--- src/hdl/sorted_deadline_timer_scheduler_core_assert.svh ---
// Assertion macros used by the scheduler datapath
`ifndef SORTED_DEADLINE_TIMER_SCHEDULER_CORE_ASSERT_SVH
`define SORTED_DEADLINE_TIMER_SCHEDULER_CORE_ASSERT_SVH

// same-cycle implication
`define SDTS_ASSERT_IMP(lbl, clk, rst_n, ante, cons) \
  lbl: assert property (@(posedge clk) disable iff (!rst_n) (ante) |-> (cons)) \
    else $error("sdts assertion failed");

// next-cycle implication
`define SDTS_ASSERT_NXT(lbl, clk, rst_n, ante, cons) \
  lbl: assert property (@(posedge clk) disable iff (!rst_n) (ante) |=> (cons)) \
    else $error("sdts assertion failed");

`endif

--- src/hdl/sdts_pkg.sv ---
// Shared types and constants of the deadline timer scheduler
package sdts_pkg;

  localparam int unsigned NUM_TIMERS_DEF = 16;

  typedef enum logic [2:0] {
    OP_POLL     = 3'd0,
    OP_CREATE   = 3'd1,
    OP_RELEASE  = 3'd2,
    OP_SCHEDULE = 3'd3,
    OP_CANCEL   = 3'd4
  } opcode_e;

  typedef enum logic [3:0] {
    ST_IDLE,
    ST_DISPATCH,
    ST_POLL,
    ST_REARM,
    ST_CREATE,
    ST_READ,
    ST_CHECK,
    ST_SCAN,
    ST_APPLY,
    ST_INSERT,
    ST_DONE
  } state_e;

  typedef struct packed {
    logic take;
    logic pop_head;
    logic rearm;
    logic clr_vld;
    logic grant;
    logic cnt_inc;
    logic rd_sid;
    logic rm_at_cnt;
    logic free_slot;
    logic sched;
    logic q_ins;
    logic out_load;
  } cmd_t;

  typedef struct packed {
    logic [2:0] op;
    logic       sid_ok;
    logic       head_due;
    logic       per_nz;
    logic       dl_nz;
    logic       cnt_free;
    logic       cnt_last;
    logic       scan_end;
    logic       scan_hit;
  } status_t;

endpackage

--- src/hdl/sdts_ctrl.sv ---
// Command sequencer of the deadline timer scheduler
module sdts_ctrl (
  input  logic             clk_i,
  input  logic             rst_ni,
  input  logic             in_valid_i,
  output logic             in_ready_o,
  output logic             out_valid_o,
  input  logic             out_ready_i,
  input  sdts_pkg::status_t sts_i,
  output sdts_pkg::cmd_t   cmd_o
);

  sdts_pkg::state_e state_q, state_d;
  logic             out_valid_q, out_valid_d;

  always_ff @(posedge clk_i or negedge rst_ni) begin
    if (!rst_ni) begin
      state_q     <= sdts_pkg::ST_IDLE;
      out_valid_q <= 1'b0;
    end else begin
      state_q     <= state_d;
      out_valid_q <= out_valid_d;
    end
  end

  always_comb begin
    state_d = state_q;
    case (state_q)
      sdts_pkg::ST_IDLE: begin
        if (in_valid_i) state_d = sdts_pkg::ST_DISPATCH;
      end
      sdts_pkg::ST_DISPATCH: begin
        case (sts_i.op)
          sdts_pkg::OP_POLL:   state_d = sdts_pkg::ST_POLL;
          sdts_pkg::OP_CREATE: state_d = sdts_pkg::ST_CREATE;
          sdts_pkg::OP_RELEASE, sdts_pkg::OP_SCHEDULE, sdts_pkg::OP_CANCEL: begin
            state_d = sts_i.sid_ok ? sdts_pkg::ST_READ : sdts_pkg::ST_DONE;
          end
          default: state_d = sdts_pkg::ST_DONE;
        endcase
      end
      sdts_pkg::ST_POLL: begin
        state_d = sts_i.head_due ? sdts_pkg::ST_REARM : sdts_pkg::ST_DONE;
      end
      sdts_pkg::ST_REARM: begin
        state_d = sts_i.per_nz ? sdts_pkg::ST_INSERT : sdts_pkg::ST_DONE;
      end
      sdts_pkg::ST_CREATE: begin
        if (sts_i.cnt_free || sts_i.cnt_last) state_d = sdts_pkg::ST_DONE;
      end
      sdts_pkg::ST_READ:  state_d = sdts_pkg::ST_CHECK;
      sdts_pkg::ST_CHECK: begin
        state_d = sts_i.dl_nz ? sdts_pkg::ST_SCAN : sdts_pkg::ST_APPLY;
      end
      sdts_pkg::ST_SCAN: begin
        if (sts_i.scan_end || sts_i.scan_hit) state_d = sdts_pkg::ST_APPLY;
      end
      sdts_pkg::ST_APPLY: begin
        state_d = (sts_i.op == sdts_pkg::OP_SCHEDULE) ? sdts_pkg::ST_INSERT
                                                       : sdts_pkg::ST_DONE;
      end
      sdts_pkg::ST_INSERT: state_d = sdts_pkg::ST_DONE;
      sdts_pkg::ST_DONE: begin
        if (!out_valid_q || out_ready_i) state_d = sdts_pkg::ST_IDLE;
      end
      default: state_d = sdts_pkg::ST_IDLE;
    endcase
  end

  always_comb begin
    cmd_o       = '0;
    in_ready_o  = 1'b0;
    out_valid_d = out_valid_q && !out_ready_i;
    case (state_q)
      sdts_pkg::ST_IDLE: begin
        in_ready_o = 1'b1;
        cmd_o.take = in_valid_i;
      end
      sdts_pkg::ST_POLL: begin
        cmd_o.pop_head = sts_i.head_due;
      end
      sdts_pkg::ST_REARM: begin
        cmd_o.rearm   = sts_i.per_nz;
        cmd_o.clr_vld = !sts_i.per_nz;
      end
      sdts_pkg::ST_CREATE: begin
        cmd_o.grant   = sts_i.cnt_free;
        cmd_o.cnt_inc = !sts_i.cnt_free && !sts_i.cnt_last;
      end
      sdts_pkg::ST_READ: begin
        cmd_o.rd_sid = 1'b1;
      end
      sdts_pkg::ST_SCAN: begin
        cmd_o.rm_at_cnt = !sts_i.scan_end && sts_i.scan_hit;
        cmd_o.cnt_inc   = !sts_i.scan_end && !sts_i.scan_hit;
      end
      sdts_pkg::ST_APPLY: begin
        cmd_o.sched     = (sts_i.op == sdts_pkg::OP_SCHEDULE);
        cmd_o.clr_vld   = (sts_i.op != sdts_pkg::OP_SCHEDULE);
        cmd_o.free_slot = (sts_i.op == sdts_pkg::OP_RELEASE);
      end
      sdts_pkg::ST_INSERT: begin
        cmd_o.q_ins = 1'b1;
      end
      sdts_pkg::ST_DONE: begin
        if (!out_valid_q || out_ready_i) begin
          cmd_o.out_load = 1'b1;
          out_valid_d    = 1'b1;
        end
      end
      default: ;
    endcase
  end

  assign out_valid_o = out_valid_q;

endmodule

--- src/hdl/sdts_dpath.sv ---
// Slot store, sorted deadline queue and result register of the scheduler
`include "sorted_deadline_timer_scheduler_core_assert.svh"

module sdts_dpath #(
  parameter int unsigned NUM_TIMERS = sdts_pkg::NUM_TIMERS_DEF
) (
  input  logic              clk_i,
  input  logic              rst_ni,
  input  logic [2:0]        opcode_i,
  input  logic [3:0]        slot_id_i,
  input  logic [31:0]       delay_ms_i,
  input  logic [31:0]       period_ms_i,
  input  logic [31:0]       now_ms_i,
  input  sdts_pkg::cmd_t    cmd_i,
  output sdts_pkg::status_t sts_o,
  output logic              fired_o,
  output logic [3:0]        fired_slot_o,
  output logic              create_ok_o,
  output logic [3:0]        created_slot_o,
  output logic [4:0]        allocated_count_o,
  output logic [4:0]        active_count_o
);

  localparam int unsigned SW = $clog2(NUM_TIMERS);
  localparam int unsigned LW = $clog2(NUM_TIMERS + 1);

  logic [2:0]        op_q;
  logic              sid_ok_q;
  logic [SW-1:0]     sid_q;
  logic [31:0]       delay_q, period_q, now_q;
  logic [SW-1:0]     s_q;
  logic [LW-1:0]     cnt_q;
  logic [SW-1:0]     cidx;
  logic              fired_q, cok_q;
  logic [SW-1:0]     cslot_q;
  logic [31:0]       ins_key_q;

  logic [31:0]       dl_mem  [NUM_TIMERS];
  logic [31:0]       per_mem [NUM_TIMERS];
  logic [31:0]       rd_dl_q, rd_per_q;
  logic              rd_vld_q;
  logic [SW-1:0]     rd_addr;
  logic              wr_en;
  logic [31:0]       wr_dl;

  logic [NUM_TIMERS-1:0] vld_q, alloc_q;
  logic [LW-1:0]     acnt_q, len_q;

  logic [31:0]       key_q [NUM_TIMERS];
  logic [31:0]       key_d [NUM_TIMERS];
  logic [SW-1:0]     qs_q  [NUM_TIMERS];
  logic [SW-1:0]     qs_d  [NUM_TIMERS];
  logic [NUM_TIMERS-1:0] gt;
  logic              q_full;

  logic              fired_oq, cok_oq;
  logic [3:0]        fslot_oq, cslot_oq;
  logic [4:0]        acnt_oq, len_oq;

  assign cidx    = cnt_q[SW-1:0];
  assign rd_addr = cmd_i.pop_head ? qs_q[0] : sid_q;
  assign wr_en   = cmd_i.rearm || cmd_i.sched;
  assign wr_dl   = cmd_i.rearm ? (now_q + rd_per_q) : (delay_q + now_q);
  assign q_full  = (len_q == LW'(NUM_TIMERS));

  always_ff @(posedge clk_i) begin
    if (cmd_i.take) begin
      op_q     <= opcode_i;
      sid_ok_q <= (32'(slot_id_i) < NUM_TIMERS);
      sid_q    <= SW'(slot_id_i);
      delay_q  <= delay_ms_i;
      period_q <= period_ms_i;
      now_q    <= now_ms_i;
    end
    if (cmd_i.pop_head || cmd_i.rd_sid) begin
      s_q      <= rd_addr;
      rd_dl_q  <= dl_mem[rd_addr];
      rd_per_q <= per_mem[rd_addr];
      rd_vld_q <= vld_q[rd_addr];
    end
    if (wr_en) begin
      dl_mem[s_q] <= wr_dl;
      ins_key_q   <= wr_dl;
    end
    if (cmd_i.sched) per_mem[s_q] <= period_q;
    if (cmd_i.grant) cslot_q <= cidx;
    for (int i = 0; i < NUM_TIMERS; i++) begin
      key_q[i] <= key_d[i];
      qs_q[i]  <= qs_d[i];
    end
    if (cmd_i.out_load) begin
      fired_oq <= fired_q;
      fslot_oq <= fired_q ? 4'(s_q) : 4'd0;
      cok_oq   <= cok_q;
      cslot_oq <= cok_q ? 4'(cslot_q) : 4'd0;
      acnt_oq  <= 5'(acnt_q);
      len_oq   <= 5'(len_q);
    end
  end

  always_ff @(posedge clk_i or negedge rst_ni) begin
    if (!rst_ni) begin
      cnt_q   <= '0;
      fired_q <= 1'b0;
      cok_q   <= 1'b0;
      vld_q   <= '0;
      alloc_q <= '0;
      acnt_q  <= '0;
      len_q   <= '0;
    end else begin
      if (cmd_i.take) begin
        cnt_q   <= '0;
        fired_q <= 1'b0;
        cok_q   <= 1'b0;
      end else if (cmd_i.cnt_inc) begin
        cnt_q <= cnt_q + LW'(1);
      end
      if (cmd_i.pop_head) fired_q <= 1'b1;
      if (wr_en) vld_q[s_q] <= 1'b1;
      if (cmd_i.clr_vld) vld_q[s_q] <= 1'b0;
      if (cmd_i.grant) begin
        cok_q         <= 1'b1;
        vld_q[cidx]   <= 1'b0;
        alloc_q[cidx] <= 1'b1;
        acnt_q        <= acnt_q + LW'(1);
      end
      if (cmd_i.free_slot && alloc_q[s_q]) begin
        alloc_q[s_q] <= 1'b0;
        acnt_q       <= acnt_q - LW'(1);
      end
      if (cmd_i.pop_head || cmd_i.rm_at_cnt) begin
        len_q <= len_q - LW'(1);
      end else if (cmd_i.q_ins && !q_full) begin
        len_q <= len_q + LW'(1);
      end
    end
  end

  always_comb begin
    for (int i = 0; i < NUM_TIMERS; i++) begin
      gt[i] = (LW'(i) < len_q) && (key_q[i] > ins_key_q);
    end
  end

  always_comb begin
    for (int i = 0; i < NUM_TIMERS; i++) begin
      key_d[i] = key_q[i];
      qs_d[i]  = qs_q[i];
      if (cmd_i.pop_head || (cmd_i.rm_at_cnt && (LW'(i) >= cnt_q))) begin
        if (i < NUM_TIMERS - 1) begin
          key_d[i] = key_q[i+1];
          qs_d[i]  = qs_q[i+1];
        end
      end else if (cmd_i.q_ins && !q_full) begin
        if (i > 0 && gt[i-1]) begin
          key_d[i] = key_q[i-1];
          qs_d[i]  = qs_q[i-1];
        end else if (gt[i] || (LW'(i) == len_q)) begin
          key_d[i] = ins_key_q;
          qs_d[i]  = s_q;
        end
      end
    end
  end

  always_comb begin
    sts_o.op       = op_q;
    sts_o.sid_ok   = sid_ok_q;
    sts_o.head_due = (len_q != '0) && (key_q[0] <= now_q);
    sts_o.per_nz   = rd_vld_q && (rd_per_q != '0);
    sts_o.dl_nz    = rd_vld_q && (rd_dl_q != '0);
    sts_o.cnt_free = !alloc_q[cidx];
    sts_o.cnt_last = (cnt_q == LW'(NUM_TIMERS - 1));
    sts_o.scan_end = (cnt_q >= len_q);
    sts_o.scan_hit = (key_q[cidx] == rd_dl_q) && (qs_q[cidx] == s_q);
  end

  assign fired_o           = fired_oq;
  assign fired_slot_o      = fslot_oq;
  assign create_ok_o       = cok_oq;
  assign created_slot_o    = cslot_oq;
  assign allocated_count_o = acnt_oq;
  assign active_count_o    = len_oq;

  `SDTS_ASSERT_IMP(a_len_bound, clk_i, rst_ni, 1'b1, len_q <= LW'(NUM_TIMERS))
  `SDTS_ASSERT_IMP(a_acnt_bound, clk_i, rst_ni, 1'b1, acnt_q <= LW'(NUM_TIMERS))
  `SDTS_ASSERT_NXT(a_ins_grow, clk_i, rst_ni, cmd_i.q_ins && !q_full, len_q == $past(len_q) + LW'(1))

endmodule

--- src/hdl/sorted_deadline_timer_scheduler_core.sv ---
// Top level of the sorted deadline timer scheduler
// A pool of NUM_TIMERS timer slots with a deadline queue kept in ascending order of
// absolute time in a shift-register queue. One command word in gives one result word
// out; a command is taken only while the block is idle, and a finished result waits
// in an output register. Steps per command: poll checks the queue head, reads the
// slot store and re-inserts a periodic timer; create finds the lowest free slot by
// walking the allocation bits one per cycle; release, schedule and cancel walk the
// queue one entry per cycle to find the entry to remove, then schedule inserts the
// new deadline. The slot deadline and period store has one read and one write port.
// Reset needs no clearing pass.
module sorted_deadline_timer_scheduler_core #(
  parameter int unsigned NUM_TIMERS = sdts_pkg::NUM_TIMERS_DEF
) (
  input  logic        clk_i,
  input  logic        rst_ni,
  input  logic        in_valid_i,
  output logic        in_ready_o,
  input  logic [2:0]  opcode_i,
  input  logic [3:0]  slot_id_i,
  input  logic [31:0] delay_ms_i,
  input  logic [31:0] period_ms_i,
  input  logic [31:0] now_ms_i,
  output logic        out_valid_o,
  input  logic        out_ready_i,
  output logic        fired_o,
  output logic [3:0]  fired_slot_o,
  output logic        create_ok_o,
  output logic [3:0]  created_slot_o,
  output logic [4:0]  allocated_count_o,
  output logic [4:0]  active_count_o
);

  sdts_pkg::cmd_t    cmd;
  sdts_pkg::status_t sts;

  sdts_ctrl u_ctrl (
    .clk_i       (clk_i),
    .rst_ni      (rst_ni),
    .in_valid_i  (in_valid_i),
    .in_ready_o  (in_ready_o),
    .out_valid_o (out_valid_o),
    .out_ready_i (out_ready_i),
    .sts_i       (sts),
    .cmd_o       (cmd)
  );

  sdts_dpath #(
    .NUM_TIMERS (NUM_TIMERS)
  ) u_dpath (
    .clk_i             (clk_i),
    .rst_ni            (rst_ni),
    .opcode_i          (opcode_i),
    .slot_id_i         (slot_id_i),
    .delay_ms_i        (delay_ms_i),
    .period_ms_i       (period_ms_i),
    .now_ms_i          (now_ms_i),
    .cmd_i             (cmd),
    .sts_o             (sts),
    .fired_o           (fired_o),
    .fired_slot_o      (fired_slot_o),
    .create_ok_o       (create_ok_o),
    .created_slot_o    (created_slot_o),
    .allocated_count_o (allocated_count_o),
    .active_count_o    (active_count_o)
  );

endmodule
--- config.mk ---
export PLATFORM = sky130hd
export DESIGN_NAME = sorted_deadline_timer_scheduler_core
export DESIGN_NICKNAME = d
export VERILOG_FILES = /design/src/hdl/sdts_pkg.sv /design/src/hdl/sdts_ctrl.sv /design/src/hdl/sdts_dpath.sv /design/src/hdl/sorted_deadline_timer_scheduler_core.sv
export VERILOG_INCLUDE_DIRS = /design/src /design/src/hdl
export SDC_FILE = /design/constraint.sdc
export NUM_CORES = 2
export LEC_CHECK = 0
export BUFFER_PORTS_ARGS = -buffer_cell sky130_fd_sc_hd__buf_2
export CORE_MARGIN = 2
export CORE_UTILIZATION = 55
export CTS_CLUSTER_SIZE = 30
export DETAILED_ROUTE_END_ITERATION = 6
export HOLD_SLACK_MARGIN = 0.15
export PLACE_DENSITY_LB_ADDON = 0.3
export SLEW_MARGIN = 15
export SYNTH_ARGS = -nofsm -noshare
export SYNTH_HDL_FRONTEND = slang
export SYNTH_HIERARCHICAL = 1
export SYNTH_SLANG_ARGS = --single-unit
--- constraint.sdc ---
create_clock -name clk_i -period 7.9 [get_ports clk_i]
set_input_delay 1.58 -clock clk_i [delete_from_list [all_inputs] [get_ports clk_i]]
set_output_delay 1.58 -clock clk_i [all_outputs]
set_load 0.05 [all_outputs]
==> out/results.tsv <==
metric	value	unit
syn_area	0.09907	mm2
startpoint	u_dpath/cnt_q[0]	
critPathCaptureType	flop	
drv_cap	0	
violations	design-rule violations	
start_util	55.46	%
rows	155	
worst-setup-path-type	reg2reg	
yosys_warnings	6	
hp-start	u_dpath/acnt_q[4]	
yosys.cell_types.count	95	
skew	0.06782	ns
cp.required	8.43	ns
grt_setup_unrepaired	no	
synth-compound-area-share	10.75	%
cpMaxStageDelayCell	dfrtp_4	
synth_top_area_share	55.41	%
port_buffers	128	
die_w	428.4	um
hold_violations	0	
critPathLaunchType	flop	
synth_edf_count	1828	
cpLargestDelayFamily	simple AND/OR/NAND/NOR gates	
synth.most_common_cell	edfxtp_1	
yosys_register_bits	1882	
p_leak	0.04157	uW
critical_path_arrival	7.54	ns
final-setup-viol-count	0	
drt-initial-drc-count	10280	
switching_share	39.23	%
p_per_area	376.9	mW/mm2
pwr-share-comb	37.4	%
drt_pass1_iterations	7	
p_seq_share	39.5	%
die_h	428.4	um
fin_crit_sh	88.73	%
wl_per_cell	29.64	um
synth_adder_area_share	7.517	%
gp_congestion	1.031	
fin_crit	7.010	ns
crit_chain	buf_12 -> buf_4 -> mux2_1 -> a221oi_1 -> a221oi_1 -> o22ai_2 -> xnor2_1 -> nor4_1 -> buf_4 -> nand4_1 -> nor4_2 -> and4_1 -> nor3b_1 -> nor2b_1 -> buf_4 -> o21ai_0 -> nand2_2 -> o31ai_4 -> buf_4 -> o21ai_4 -> buf_12	
cts_tree	built	
cts_inserted_buffers	191	
cp_max_fo	73	
clock_path_buffers	3	
worstReg2RegStart	u_dpath/cnt_q[0]	
cts_root_buffer	clkbuf_16	
critical_path_buf_inv_count	6	
hp-class	reg2reg	
regArea	0.05626	mm2
ys_top_cells_by_count	1,828 x edfxtp_1, 1,335 x nand2_1, 647 x mux2i_1	
cts_resized	0	
layout-drive-gt1-share	10.60	%
core-area	0.1786	mm2
via_per_inst	6.684	
avgSynthCellArea	11.53	um2
grt_overflow	0	
grt_usage	35.05	%
yosysTopAreaCell	edfxtp_1	
syn_inst	8594	
synthArstFlopShare	2.869	%
clk_pin_slew	0.06	ns
wirelength	329800	um
synth_seq_area_share	56.77	%
synth_nets	9295	
synthTopCellsByArea	edfxtp_1 55%, ha_1 7.5%, mux2i_1 6.5%	
grt_pass1_vias	70380	
muxShareOfSynthArea	8.591	%
syn_to_final_growth	10.60	%
ir_drop	0.0003330	V
ant_nets	0	
dr_total_vias	74370	
fill_cells	13740	
cts_max_level	4	
cts.sinks	1882	
fmax	0.1427	GHz
synth_xor_area_share	0.6454	%
slew-limit-headroom	11.36	%
die-area	0.1835	mm2
grt_pass1_wl	476800	um
cpMostUsedCell	buf_4	
finalPower	41290	uW
yosys.area_share.simple	12.88	%
synth_top_family_by_area	simple AND/OR/NAND/NOR gates	
worst_pin_slew	1.316	ns
p_sw	16200	uW
insertion_delay	0.88	ns
drv_slew	0	
antenna_found_initial	6	
grt_start_max_net_pins	146	
ys.flop_type	edfxtp_1	
critical-path-max-stage-delay	0.86	ns
drc_errors	1	
worst_hold_slack	0.4434	ns
internal_power	25090	uW
clockPowerShare	23.1	%
cts_setup_buffers	0	
final_nets	9308	
outcome	finished, violations left	
dp_hpwl	221400	um
tns	0	ns
cts-hold-fix-buffers	0	
multi_input_area	0.04062	mm2
io_pins	129	
-- final cells by class --
class	count	area share, %
Sequential cell	1882	51.34
Multi-Input combinational cell	6047	37.07
Clock buffer	231	4.556
Tap cell	2355	2.689
Timing Repair Buffer	367	2.416
Clock inverter	125	1.502
Inverter	118	0.4191
Antenna cell	2	0.004568
-- worst paths after layout --
kind                                                 to  slack (ns)  depth (start not counted)
max                                u_dpath/key_q[8][26]        0.89                         21
min                        u_dpath/allocated_count_o[4]        0.44                          0
max reg2reg                        u_dpath/key_q[8][26]        0.89                         21
min reg2reg                u_dpath/allocated_count_o[4]        0.44                          0
max in group asynchronous              u_dpath/cnt_q[1]        6.23                          2
min in group asynchronous             u_dpath/acnt_q[3]        0.84                          2
-- layout by cell type (no fill, tap or decap), types with 14 or more instances in the layout --
cell	count
a211oi_1	41
a21o_1	216
a21oi_1	635
a221oi_1	49
a22oi_1	14
a311oi_1	133
a31oi_1	82
and2_1	19
and2_2	16
and3_1	80
buf_12	17
buf_2	128
buf_4	222
bufinv_16	28
clkbuf_1	36
clkbuf_16	193
clkinv_1	32
clkinv_2	40
dfrtp_1	50
edfxtp_1	1828
ha_1	592
inv_1	112
mux2_2	98
mux2i_1	643
mux4_2	35
nand2_1	1333
nand2b_1	29
nand3_1	560
nand4_1	117
nor2_1	524
nor2b_1	54
nor3_1	30
nor4_1	38
o211ai_1	30
o21a_1	34
o21ai_0	266
o21ai_1	53
o22ai_1	15
xnor2_1	44
xor2_1	23
-- state kept, by name, summed over array words and instances (netlist names), 32 cells and up --
register,cells
u_dpath/delay_q,32
u_dpath/dl_mem,512
u_dpath/ins_key_q,32
u_dpath/key_q,512
u_dpath/now_q,32
u_dpath/per_mem,512
u_dpath/period_q,32
u_dpath/qs_q,64
u_dpath/rd_dl_q,32
u_dpath/rd_per_q,32
-- cell families after synthesis --
family                   after synthesis
flip-flops                          1882
XOR/XNOR                              73
adder cells (fa/ha/maj)              594
buffers and inverters                665
AND/OR/NAND/NOR                     2885
other                                  1
multiplexers                         792
AO/OA/AOI/OAI                       1702
-- worst reg2reg max path, cell delays in order (launching register included) --
cell and delay [ns]:
dfrtp_4 0.86, buf_12 0.44, buf_4 0.37, mux2_1 0.36
a221oi_1 0.24, a221oi_1 0.12, o22ai_2 0.18, xnor2_1 0.08
nor4_1 0.77, buf_4 0.24, nand4_1 0.08, nor4_2 0.14
and4_1 0.25, nor3b_1 0.37, nor2b_1 0.52, buf_4 0.29
o21ai_0 0.12, nand2_2 0.15, o31ai_4 0.08, buf_4 0.37
o21ai_4 0.37, buf_12 0.26
-- per-stage QoR --
stage,utilization [%],cell area [um2],worst slack (ns),instances
floorplan,-,99070,1.782,8594
global placement,57.60,102900,1.257,10770
detailed placement,57.61,102900,1.099,10770
CTS,61.32,109500,1.071,11130
global route,61.34,109600,0.5519,11130
finish,61.34,109600,0.8900,11130
-- metal layers --
layer	track usage, %	routed length [um]	part of all wire [%]	vias to the layer above
met5	0	37	0.011	-
met1	46.13	121800	37	36420
li1	-	-	-	32290
met4	19.82	21450	6.5	6
met3	6.869	36260	11	877
met2	54.58	150200	46	4778
-- power by group through the flow --
stage / Combinational [uW] / Clock, uW / Sequential (uW)
CTS: 15100 / 9600 / 16200
finish: 15400 / 9520 / 16300
detailed placement: 15000 / 0 / 16400
global placement: 14500 / 0 / 16400
floorplan: 10400 / 0 / 15300
global route: 16600 / 9970 / 16400
(Power assumes the default switching activity.)
